File: src/design/cht_pkg.sv
// ----------------------------------------------------------------------------
// cht_pkg
// Shared types and codes of the chained hash table.
// ----------------------------------------------------------------------------
`default_nettype none
package cht_pkg;
    // bucket count, a power of two: the low key bits pick the bucket
    localparam int BUCKETS = 16;

    localparam logic [1:0] CMD_INSERT = 2'd0;
    localparam logic [1:0] CMD_SEARCH = 2'd1;
    localparam logic [1:0] CMD_REMOVE = 2'd2;

    localparam logic [1:0] ST_DONE     = 2'd0;
    localparam logic [1:0] ST_NOTFOUND = 2'd1;
    localparam logic [1:0] ST_FULL     = 2'd2;

    // commands from controller to datapath
    typedef struct packed {
        logic load;       // capture input item
        logic alloc;      // pop free node, write node, link at head
        logic walk_rd;    // issue read of current node
        logic step;       // advance to next node
        logic unlink;     // unlink current node and free it
        logic res_load;   // register result
        logic [1:0] res_status;
        logic res_pay;    // take payload of current node
    } cht_cmd_t;

    // status from datapath to controller
    typedef struct packed {
        logic [1:0] cmd;
        logic pool_empty;
        logic cur_nil;    // current link is null or walk bound reached
        logic key_hit;    // node read data key matches
    } cht_stat_t;
endpackage
`default_nettype wire

File: src/design/cht_ctrl.sv
// ----------------------------------------------------------------------------
// cht_ctrl
// Controller sequencing one operation at a time and the output handshake.
// ----------------------------------------------------------------------------
`default_nettype none
module cht_ctrl (
    input  wire                      aclk,
    input  wire                      aresetn,
    input  wire                      in_valid,
    output logic                     in_ready,
    output logic                     out_valid,
    input  wire                      out_ready,
    input  wire                      clear_busy,
    input  wire cht_pkg::cht_stat_t  stat,
    output cht_pkg::cht_cmd_t        ctl
);
    localparam logic [2:0] S_IDLE  = 3'd0;
    localparam logic [2:0] S_DISP  = 3'd1;
    localparam logic [2:0] S_ALLOC = 3'd2;
    localparam logic [2:0] S_CHECK = 3'd3;
    localparam logic [2:0] S_WAIT  = 3'd4;
    localparam logic [2:0] S_TEST  = 3'd5;
    localparam logic [2:0] S_OUT   = 3'd6;

    logic [2:0] state_reg, state_next;
    logic       ov_reg, ov_next;

    // result register may still be full while a new item is taken
    assign in_ready  = (state_reg == S_IDLE) && !clear_busy;
    assign out_valid = ov_reg;

    always_comb begin
        state_next = state_reg;
        ov_next    = ov_reg && !out_ready;
        ctl        = '0;
        unique case (state_reg)
            S_IDLE: begin
                if (in_valid && in_ready) begin
                    ctl.load   = 1'b1;
                    state_next = S_DISP;
                end
            end
            S_DISP: begin
                priority if (stat.cmd == cht_pkg::CMD_INSERT) begin
                    state_next = S_ALLOC; // free stack read in flight
                end else if (stat.cmd == cht_pkg::CMD_SEARCH ||
                             stat.cmd == cht_pkg::CMD_REMOVE) begin
                    ctl.walk_rd = 1'b1;
                    state_next  = S_CHECK;
                end else begin
                    ctl.res_status = cht_pkg::ST_NOTFOUND;
                    state_next     = S_OUT;
                end
            end
            S_ALLOC: begin
                if (stat.pool_empty) begin
                    ctl.res_status = cht_pkg::ST_FULL;
                end else begin
                    ctl.alloc      = 1'b1;
                    ctl.res_status = cht_pkg::ST_DONE;
                end
                state_next = S_OUT;
            end
            S_CHECK: begin
                if (stat.cur_nil) begin
                    ctl.res_status = cht_pkg::ST_NOTFOUND;
                    state_next     = S_OUT;
                end else begin
                    state_next = S_WAIT; // node read in flight
                end
            end
            S_WAIT: state_next = S_TEST;
            S_TEST: begin
                if (stat.key_hit) begin
                    ctl.res_status = cht_pkg::ST_DONE;
                    if (stat.cmd == cht_pkg::CMD_SEARCH) begin
                        ctl.res_pay = 1'b1;
                    end else begin
                        ctl.unlink = 1'b1;
                    end
                    state_next = S_OUT;
                end else begin
                    ctl.step   = 1'b1;
                    state_next = S_CHECK;
                end
            end
            S_OUT: begin
                if (!ov_reg || out_ready) begin
                    state_next = S_IDLE;
                end
            end
            default: state_next = S_IDLE;
        endcase
        if (state_reg == S_OUT && (!ov_reg || out_ready)) begin
            ov_next = 1'b1;
        end
    end

    always_ff @(posedge aclk) begin
        if (!aresetn) begin
            state_reg <= S_IDLE;
            ov_reg    <= 1'b0;
        end else begin
            state_reg <= state_next;
            ov_reg    <= ov_next;
        end
    end
endmodule
`default_nettype wire

File: config.mk
export PLATFORM = sky130hd
export DESIGN_NAME = cht_ctrl
export DESIGN_NICKNAME = d
export VERILOG_FILES = /design/src/design/cht_pkg.sv /design/src/design/cht_ctrl.sv
export SDC_FILE = /design/constraint.sdc
export NUM_CORES = 1
export LEC_CHECK = 0
export ABC_AREA = 1
export ABC_CLOCK_PERIOD_IN_PS = 2080
export BUFFER_PORTS_ARGS = -buffer_cell sky130_fd_sc_hd__buf_4
export CAP_MARGIN = 10
export CELL_PAD_IN_SITES_DETAIL_PLACEMENT = 1
export CELL_PAD_IN_SITES_GLOBAL_PLACEMENT = 1
export CORE_MARGIN = 2
export CORE_UTILIZATION = 27
export DETAILED_ROUTE_END_ITERATION = 8
export GPL_ROUTABILITY_DRIVEN = 0
export PLACE_DENSITY = 0.75
export SLEW_MARGIN = 20
export SYNTH_ARGS = -nofsm -noshare
export SYNTH_HDL_FRONTEND = slang
export SYNTH_SLANG_ARGS = --single-unit
File: constraint.sdc
create_clock -name aclk -period 2.08 [get_ports aclk]
set_input_delay 0.104 -clock aclk [delete_from_list [all_inputs] [get_ports aclk]]
set_output_delay 0.104 -clock aclk [all_outputs]
set_load 0.005 [all_outputs]
==> impl_metrics.json, run 1 <==
{
  "status": "finished clean",
  "yosysTopAreaCell": "dfxtp_1",
  "fmax_mhz": 716,
  "drc": 0,
  "syn2layout_area_growth_pct": 47.2,
  "layout-drive-gt1-share_pct": 37.0,
  "finalSetupTns_ns": 0,
  "vias_per_cell": 4.47,
  "wl_per_cell_um": 9.63,
  "fin_worst_skew_ns": 0.000136,
  "r2r-end": "state_reg[2]",
  "min_period_ns": 1.40,
  "clk_latency_ns": 0.24,
  "grt_pass1_wl_um": 1390,
  "hold_class": "input pin to register",
  "cts_hold_buf": 0,
  "yosys-top-cells-area": "dfxtp_1 (22%), inv_1 (15%), nor2_1 (14%)",
  "critical-path-slowest-cell": "dfxtp_1",
  "endpoint_kind": "primary output",
  "vdd_drop_max_mv": 0.259,
  "core_area_um2": 1270,
  "fin_ws_ns": 0.684,
  "syn-cell-area_um2": 358,
  "hold_path_depth": 3,
  "grt_pass1_vias": 356,
  "critical_path_arrival_ns": 1.29,
  "design.final.nets": 95,
  "fin_util_pct": 41.5,
  "fin_crit_sh_pct": 67.1,
  "dpl.hpwl_um": 770,
  "clkSinkCount": 4,
  "required_ns": 1.98,
  "synth_most_common_cell": "inv_1",
  "dr.pass1.iters": 2,
  "synth_edf_count": 0,
  "maxCapViolCount": 0,
  "drt_iter0_drc": 1,
  "p_per_area_nw_per_um2": 974,
  "clk_path_buf_depth": 2,
  "slowest_delay_ns": 0.37,
  "syn_nets": 73,
  "synth_warnings": 0,
  "fp.dieW_um": 40.4,
  "rows": 13,
  "rrSetupSlack_ns": 0.99,
  "antenna_cells": 0,
  "synth_top_area_share_pct": 22.4,
  "worstSetupEndpoint": "ctl[8]",
  "yosysSeqAreaShare_pct": 22.4,
  "num_vias": 429,
  "path_cells": "nor2_1, inv_2, nor2_1, inv_1, nor3_2, buf_4",
  "synthDistinctLibCells": 17,
  "clockRootBuffer": "clkbuf_4",
  "cp_num_buf_inv": 3,
  "grt_overflow": 0,
  "synth_cells": 61,
  "reg2reg_from": "state_reg[2]",
  "setup_viol": 0,
  "cp_max_fo": 7,
  "port_buffers": 19,
  "largest_reg_flops": 3,
  "die_h_um": 40.4,
  "io_pins": 21,
  "rr_worst_depth": 6,
  "finalPower_mw": 0.513,
  "post-cts-setup-buffers": 0,
  "cts_tree": "yes",
  "preCtsSetupSlack_ns": 0.938,
  "cp_top_family": "simple AND/OR/NAND/NOR gates",
  "fill_cells": 181,
  "postRouteAntennaNets": 0,
  "synth_area_per_cell_um2": 5.87,
  "async_flop_share_pct": 0,
  "cts-resized-gates": 0,
  "antenna_found_initial": 0,
  "cp.depth": 6,
  "grt_max_degree": 9,
  "synthTopCellsByCount": "inv_1 (14), nor2_1 (13), nand2_1 (8), dfxtp_1 (4), nand4_1 (3)",
  "final-hold-violation-count": 0,
  "critPathKind": "register to primary output",
  "clk_pin_slew_ns": 0.04,
  "grtUsageTotal_pct": 13.2,
  "initial_utilization_pct": 28.2,
  "path_common_cell": "nor2_1",
  "grt_setup_unrepaired": "false",
  "hold_ws_ns": 0.0651,
  "wl_met2_um": 419,
  "die_area_um2": 1630,
  "wirelength_um": 924,
  "wl_met3_um": 57,
  "startpoint_type": "register",
  "p_leak_nw": 0.314,
  "startpoint": "state_reg[0]",
  "cts-buffers-inserted": 3,
  "ys_seq_elements": 4,
  "wl_met1_um": 422,
  "top_layer": "met4",
  "htree_levels": 1,
  "final_max_slew_viol_count": 0,
  "synth-main-ff-cell": "dfxtp_1"
}
placed cells by master (no fill, tap or decap):
master    count
buf_4        19
inv_1        14
nor2_1       13
nand2_1       8
dfxtp_1       4
nand4_1       3
clkbuf_4      3
inv_2         2
nand2_2       2
nor2_2        2
o21ai_1       2
a21oi_1       2
ha_1          2
nand3_1       1
nor3_2        1
nand3_2       1
a31oi_1       1
conb_1        1
where the power goes:
| part | internal, mW | switching (mW) | total, mW | leakage (nW) |
|---|---|---|---|---|
| Sequential | 0.102 | 0.0422 | 0.145 | 0.0328 |
| Clock | 0.0647 | 0.0338 | 0.0985 | 0.0138 |
| Combinational | 0.118 | 0.152 | 0.270 | 0.268 |
through the flow:
step	area, um2	std cells
global placement	504	93
finish	527	96
global route	527	96
CTS	527	96
floorplan	358	61
detailed placement	504	93
layout make-up:
class,count,area (um2),area share [%]
multi-input cells,39,203,38.5
repair buffers,19,143,27.1
flip-flops and latches,4,80.1,15.2
inverters,16,60.1,11.4
clock buffers,3,22.5,4.28
well taps,15,18.8,3.56
worst min-delay path by stage:
stage              endpoint  slack (ns)     from
4_1_cts        state_reg[2]        0.06  aresetn
3_3_place_gp   state_reg[2]        0.30  aresetn
2_1_floorplan  state_reg[2]        0.20  aresetn
6_report       state_reg[2]        0.07  aresetn
3_5_place_dp   state_reg[2]        0.31  aresetn
5_1_grt        state_reg[2]        0.07  aresetn
worst register-to-register path, delay by kind of cell, from the launching register on:
| family | cells | cell delay [ns] |
|---|---|---|
| buffers and inverters | 1 | 0.04 |
| flip-flops | 1 | 0.47 |
| AND/OR/NAND/NOR | 5 | 0.53 |
logic make-up (layout without fill, tap and decap cells):
group	count (synthesis)	after routing	share of synthesized area (%)
buf+inv	18	38	21.0
simple gates	31	31	41.3
fa+ha+maj	2	2	6.99
flops	4	4	22.4
compound gates	5	5	7.34
other cells	1	1	1.05
metal layers:
layer	vias to the layer above	GRT usage [%]
met3	4	1.67
li1	223	-
met4	0	10.0
met5	-	0
met1	188	15.5
met2	14	21.4
No activity file was read; power rests on OpenSTA's default activity.
==> run 2, diff against run 1 <==
ABC_AREA = 0   (was 1)
ABC_CLOCK_PERIOD_IN_PS = 1200   (was 2080)
CORE_UTILIZATION = 24   (was 27)
PLACE_DENSITY = 0.66   (was 0.75)
clock period = 1.2 ns   (was 2.08 ns; I/O delays follow)
==> run 2 against run 1 <==
First-iteration DRC count unchanged. Critical path type unchanged. Critical endpoint unchanged. Clock power up 69%. Sequential share of layout area down 0.057 points. Cell area up 14%. Hold slack worse by 0.0065 ns. Sequential cell count unchanged. Die area up 11%.
==> impl_metrics.json, run 2 <==
{
  "maxCapViolCount": 0,
  "port_buffers": 19,
  "synth_area_per_cell_um2": 8.10,
  "clk_path_buf_depth": 2,
  "endpoint_kind": "primary output",
  "clk_pin_slew_ns": 0.04,
  "largest_reg_flops": 3,
  "synth-main-ff-cell": "dfxtp_1",
  "fp.dieW_um": 42.5,
  "grt_max_degree": 8,
  "htree_levels": 1,
  "multi_input_area_um2": 260,
  "fill_cells": 179,
  "cp_max_fo": 7,
  "postRouteAntennaNets": 0,
  "dr.pass1.iters": 2,
  "clockRootBuffer": "clkbuf_4",
  "antenna_cells": 0,
  "grtUsageTotal_pct": 12.1,
  "num_vias": 378,
  "core_area_um2": 1350,
  "top_layer": "met3",
  "p_leak_nw": 0.306,
  "drt_iter0_drc": 1,
  "io_pins": 21,
  "yosysSeqAreaShare_pct": 22.5,
  "die_h_um": 42.5,
  "cp_top_family": "simple AND/OR/NAND/NOR gates",
  "syn2layout_area_growth_pct": 69.1,
  "instances_no_fill": 83,
  "cp_num_buf_inv": 1,
  "hold_class": "input pin to register",
  "p_per_area_nw_per_um2": 1090,
  "rows": 13,
  "startpoint_type": "register",
  "min_period_ns": 1.20,
  "syn_nets": 56,
  "final_cell_mix": "buf_4 (22), nor2_1 (4)",
  "dpl.hpwl_um": 671,
  "wirelength_um": 889,
  "critPathKind": "register to primary output",
  "ys_seq_elements": 4,
  "hold_ws_ns": 0.0587,
  "syn-cell-area_um2": 357,
  "drc": 0,
  "die_area_um2": 1810,
  "cts_tree": "yes",
  "yosys-top-cells-area": "dfxtp_1 (22%), ha_1 (7.0%), and3_1 (5.3%)",
  "grt_pass1_vias": 369,
  "synthTopCellsByCount": "nor2_1 (5), dfxtp_1 (4)",
  "slowest_delay_ns": 0.36,
  "synthDistinctLibCells": 26,
  "fin_worst_skew_ns": 0.000933,
  "wl_per_cell_um": 10.7,
  "setup_viol": 0,
  "grt_overflow": 0,
  "fin_util_pct": 44.7,
  "initial_utilization_pct": 26.4,
  "yosysTopAreaCell": "dfxtp_1",
  "antenna_found_initial": 0,
  "synth_warnings": 0,
  "critical_path_arrival_ns": 1.14,
  "seq_area_um2": 91.3,
  "synth_edf_count": 0,
  "fmax_mhz": 837,
  "wl_met2_um": 424,
  "vdd_drop_max_mv": 0.609,
  "cts_hold_buf": 0,
  "critical-path-slowest-cell": "dfxtp_4",
  "finalPower_mw": 0.660,
  "clkSinkCount": 4,
  "clk_latency_ns": 0.23,
  "synth_most_common_cell": "nor2_1",
  "grt_setup_unrepaired": "true",
  "cts-buffers-inserted": 3,
  "final-hold-violation-count": 0,
  "fin_crit_sh_pct": 99.6,
  "wl_met3_um": 62,
  "synth_cells": 44,
  "finalSetupTns_ns": 0,
  "path_cells": "nor4_4, and2_1, buf_4",
  "grt_pass1_wl_um": 1590,
  "final_common_cell": "buf_4",
  "dp.cells": 76,
  "vias_per_cell": 4.55,
  "design.final.nets": 82,
  "wl_met1_um": 402,
  "async_flop_share_pct": 0,
  "final_max_slew_viol_count": 0,
  "synth_top_area_share_pct": 22.5,
  "status": "finished clean",
  "required_ns": 1.14,
  "layout-drive-gt1-share_pct": 55.9
}
run 2: cell types whose count changed in the layout (fill, tap and decap cells not counted), moves of 3 or more:
cell	change
nor2_1	-9
inv_1	-11
buf_6	+3
nand2_1	-5
dfxtp_4	+3
and3_1	+3
nand4_1	-3
dfxtp_1	-3
buf_4	+3
run 2: per-stage QoR:
stage | area, um2 | setup WS (ns)
4_1_cts | 601 | -0.0215
3_3_place_gp | 502 | 0.0701
3_5_place_dp | 502 | 0.0474
6_report | 603 | 0.00470
5_1_grt | 603 | -0.0757
2_1_floorplan | 357 | 0.214
run 2: cell type report:
class | instances | share of cell area (%)
flip-flops and latches | 4 | 15.1
multi-input cells | 33 | 43.2
inverters | 3 | 1.87
well taps | 15 | 3.11
repair buffers | 25 | 33.0
clock buffers | 3 | 3.73
run 2: cell families (layout without fill, tap and decap cells):
logic type | after synthesis | in the layout | synth area share [%]
muxes | 2 | 2 | 7.02
adders and majority gates | 2 | 2 | 7.02
DFF | 4 | 4 | 22.5
other | 1 | 1 | 1.05
buffers and inverters | 7 | 31 | 11.9
and+or+nand+nor | 22 | 22 | 37.2
AOI/OAI and AO/OA | 6 | 6 | 13.3
run 2: where the power goes:
| part | leakage, nW | total (mW) | switching, mW | internal (mW) |
|---|---|---|---|---|
| clock | 0.0138 | 0.166 | 0.0545 | 0.112 |
| sequential | 0.0348 | 0.204 | 0.0433 | 0.160 |
| combinational | 0.257 | 0.290 | 0.108 | 0.182 |
| total | 0.306 | 0.660 | 0.206 | 0.454 |
run 2: timing repair:
action	4_1_cts	5_1_grt
setup endpoints to repair	9	5
buffers inserted	4	0
pin swaps	3	1
resized for setup	13	1
gates cloned	0	0
run 2: path summary, 6_finish.rpt:
kind / cells past startpoint / endpoint / slack [ns] / startpoint
max reg2reg: 4 / state_reg[2] / 0.03 / state_reg[0]
max: 3 / ctl[8] / 0.005 / state_reg[1]
min reg2reg: 2 / state_reg[0] / 0.58 / state_reg[0]
min: 2 / out_valid / 0.06 / aresetn
run 2: routing by layer:
layer	GRT usage [%]	vias to the layer above
met1	13.6	167
met4	5.63	0
met5	0	-
met3	7.76	0
met2	17.8	14
li1	-	197
==> run 3, diff against run 2 <==
CTS_BUF_LIST = sky130_fd_sc_hd__clkbuf_16   (was default)
==> run 3 against run 2 <==
Maximum frequency down 0.23%. First-iteration DRC count decreased by 100%. Count of clock-buffer cells in the layout unchanged. Via count is 0.53% higher. Global-route usage is 0.18 points lower. Critical path depth up 1. Clock power rose to 3.1 times the previous value.
==> impl_metrics.json, run 3 (synthesis results as in run 2) <==
{
  "status": "finished clean",
  "fin_worst_skew_ns": 0.00130,
  "fin_util_pct": 47.8,
  "startpoint_type": "register",
  "critPathKind": "register to register",
  "worstHoldStart": "aresetn",
  "postRouteAntennaNets": 0,
  "grtUsageTotal_pct": 12.0,
  "final_max_slew_viol_count": 0,
  "critical-path-slowest-cell": "or3b_4",
  "grt_pass1_vias": 367,
  "layout-drive-gt1-share_pct": 54.4,
  "clockRootBuffer": "clkbuf_16",
  "grt_max_degree": 8,
  "reg2reg_from": "state_reg[0]",
  "grt_setup_unrepaired": "true",
  "min_period_ns": 1.20,
  "cts_hold_buf": 0,
  "clk_pin_slew_ns": 0.03,
  "setup_viol": 0,
  "startpoint": "state_reg[0]",
  "wl_met1_um": 416,
  "top_layer": "met3",
  "rrSetupSlack_ns": 0.002,
  "clkSinkCount": 4,
  "drt_iter0_drc": 0,
  "dpl.hpwl_um": 671,
  "syn2layout_area_growth_pct": 81.1,
  "antenna_found_initial": 0,
  "dpl_cell_area_um2": 502,
  "grt_overflow": 0,
  "critical_path_arrival_ns": 1.36,
  "endpoint_kind": "register",
  "maxCapViolCount": 0,
  "fmax_mhz": 835,
  "final-hold-violation-count": 0,
  "final_common_cell": "buf_4",
  "cts-buffers-inserted": 3,
  "path_cells": "buf_4, or3b_4, nand3_1, and3_1",
  "cp_top_family": "simple AND/OR/NAND/NOR gates",
  "grt_pass1_wl_um": 1650,
  "rows": 13,
  "wl_met2_um": 481,
  "largest_reg_flops": 3,
  "final_area_um2": 646,
  "wl_per_cell_um": 11.5,
  "die_area_um2": 1810,
  "p_leak_nw": 0.327,
  "vias_per_cell": 4.58,
  "core_area_um2": 1350,
  "vdd_drop_max_mv": 1.28,
  "drc": 0,
  "wl_met3_um": 58,
  "hold_ws_ns": 0.0736,
  "finalSetupTns_ns": 0,
  "cts_tree": "yes",
  "fp.dieW_um": 42.5,
  "cp_max_fo": 6,
  "slowest_delay_ns": 0.40,
  "required_ns": 1.36,
  "wirelength_um": 957,
  "initial_utilization_pct": 26.4,
  "design.final.nets": 82,
  "fin_crit_sh_pct": 99.8,
  "port_buffers": 19,
  "p_per_area_nw_per_um2": 1540,
  "die_h_um": 42.5,
  "clk_path_buf_depth": 2,
  "final_cell_mix": "buf_4 (24), nor2_1 (5)",
  "hold_class": "input pin to register",
  "dr.pass1.iters": 1,
  "num_vias": 380,
  "clk_latency_ns": 0.22,
  "cp_num_buf_inv": 1,
  "io_pins": 21,
  "antenna_cells": 0,
  "finalPower_mw": 0.996,
  "htree_levels": 1
}
==> run 3: cell type report <==
cell class | count | area, um2
sequential | 4 | 91.3
fill | 169 | 704
timing repair buffer | 25 | 191
inverter | 3 | 11.3
tap | 15 | 18.8
clock buffer | 3 | 75.1
multi-input combinational | 33 | 258
==> run 3: path summary, 6_finish.rpt <==
path	endpoint	cells past startpoint
worst max-delay path	state_reg[2]	4
worst min-delay path	out_valid	2
worst max register to register	state_reg[2]	4
worst min register to register	state_reg[0]	2
==> run 3: timing repair <==
action	in CTS	in global routing
buffers inserted	4	0
gates cloned	0	0
gates resized for setup	11	0
pin swaps	3	2
setup endpoints to repair	8	7
==> run 3: per-layer routing <==
layer  up-vias  GRT usage (%)
met3         0           5.17
met2        13           20.0
li1        199              -
met4         0           1.88
met1       168           14.3
met5         -              0
==> run 3: where the power goes <==
| part | switching, mW | internal, mW | total [mW] | leakage, nW |
|---|---|---|---|---|
| clock network | 0.0868 | 0.425 | 0.512 | 0.0370 |
| registers | 0.0393 | 0.161 | 0.200 | 0.0348 |
| logic | 0.111 | 0.174 | 0.284 | 0.255 |
==> run 3: worst reg2reg max path, cell delays in order, from the launching register on <==
cell	delay [ns]
dfxtp_4	0.35
buf_4	0.16
or3b_4	0.40
nand3_1	0.08
and3_1	0.14
==> run 3: stage by stage <==
step                      instances  setup WS, ns
after global routing             83       -0.0418
final                            83       0.00195
after detailed placement         76        0.0474
after floorplan                  44         0.214
after CTS                        83       0.00376
after global placement           76        0.0701
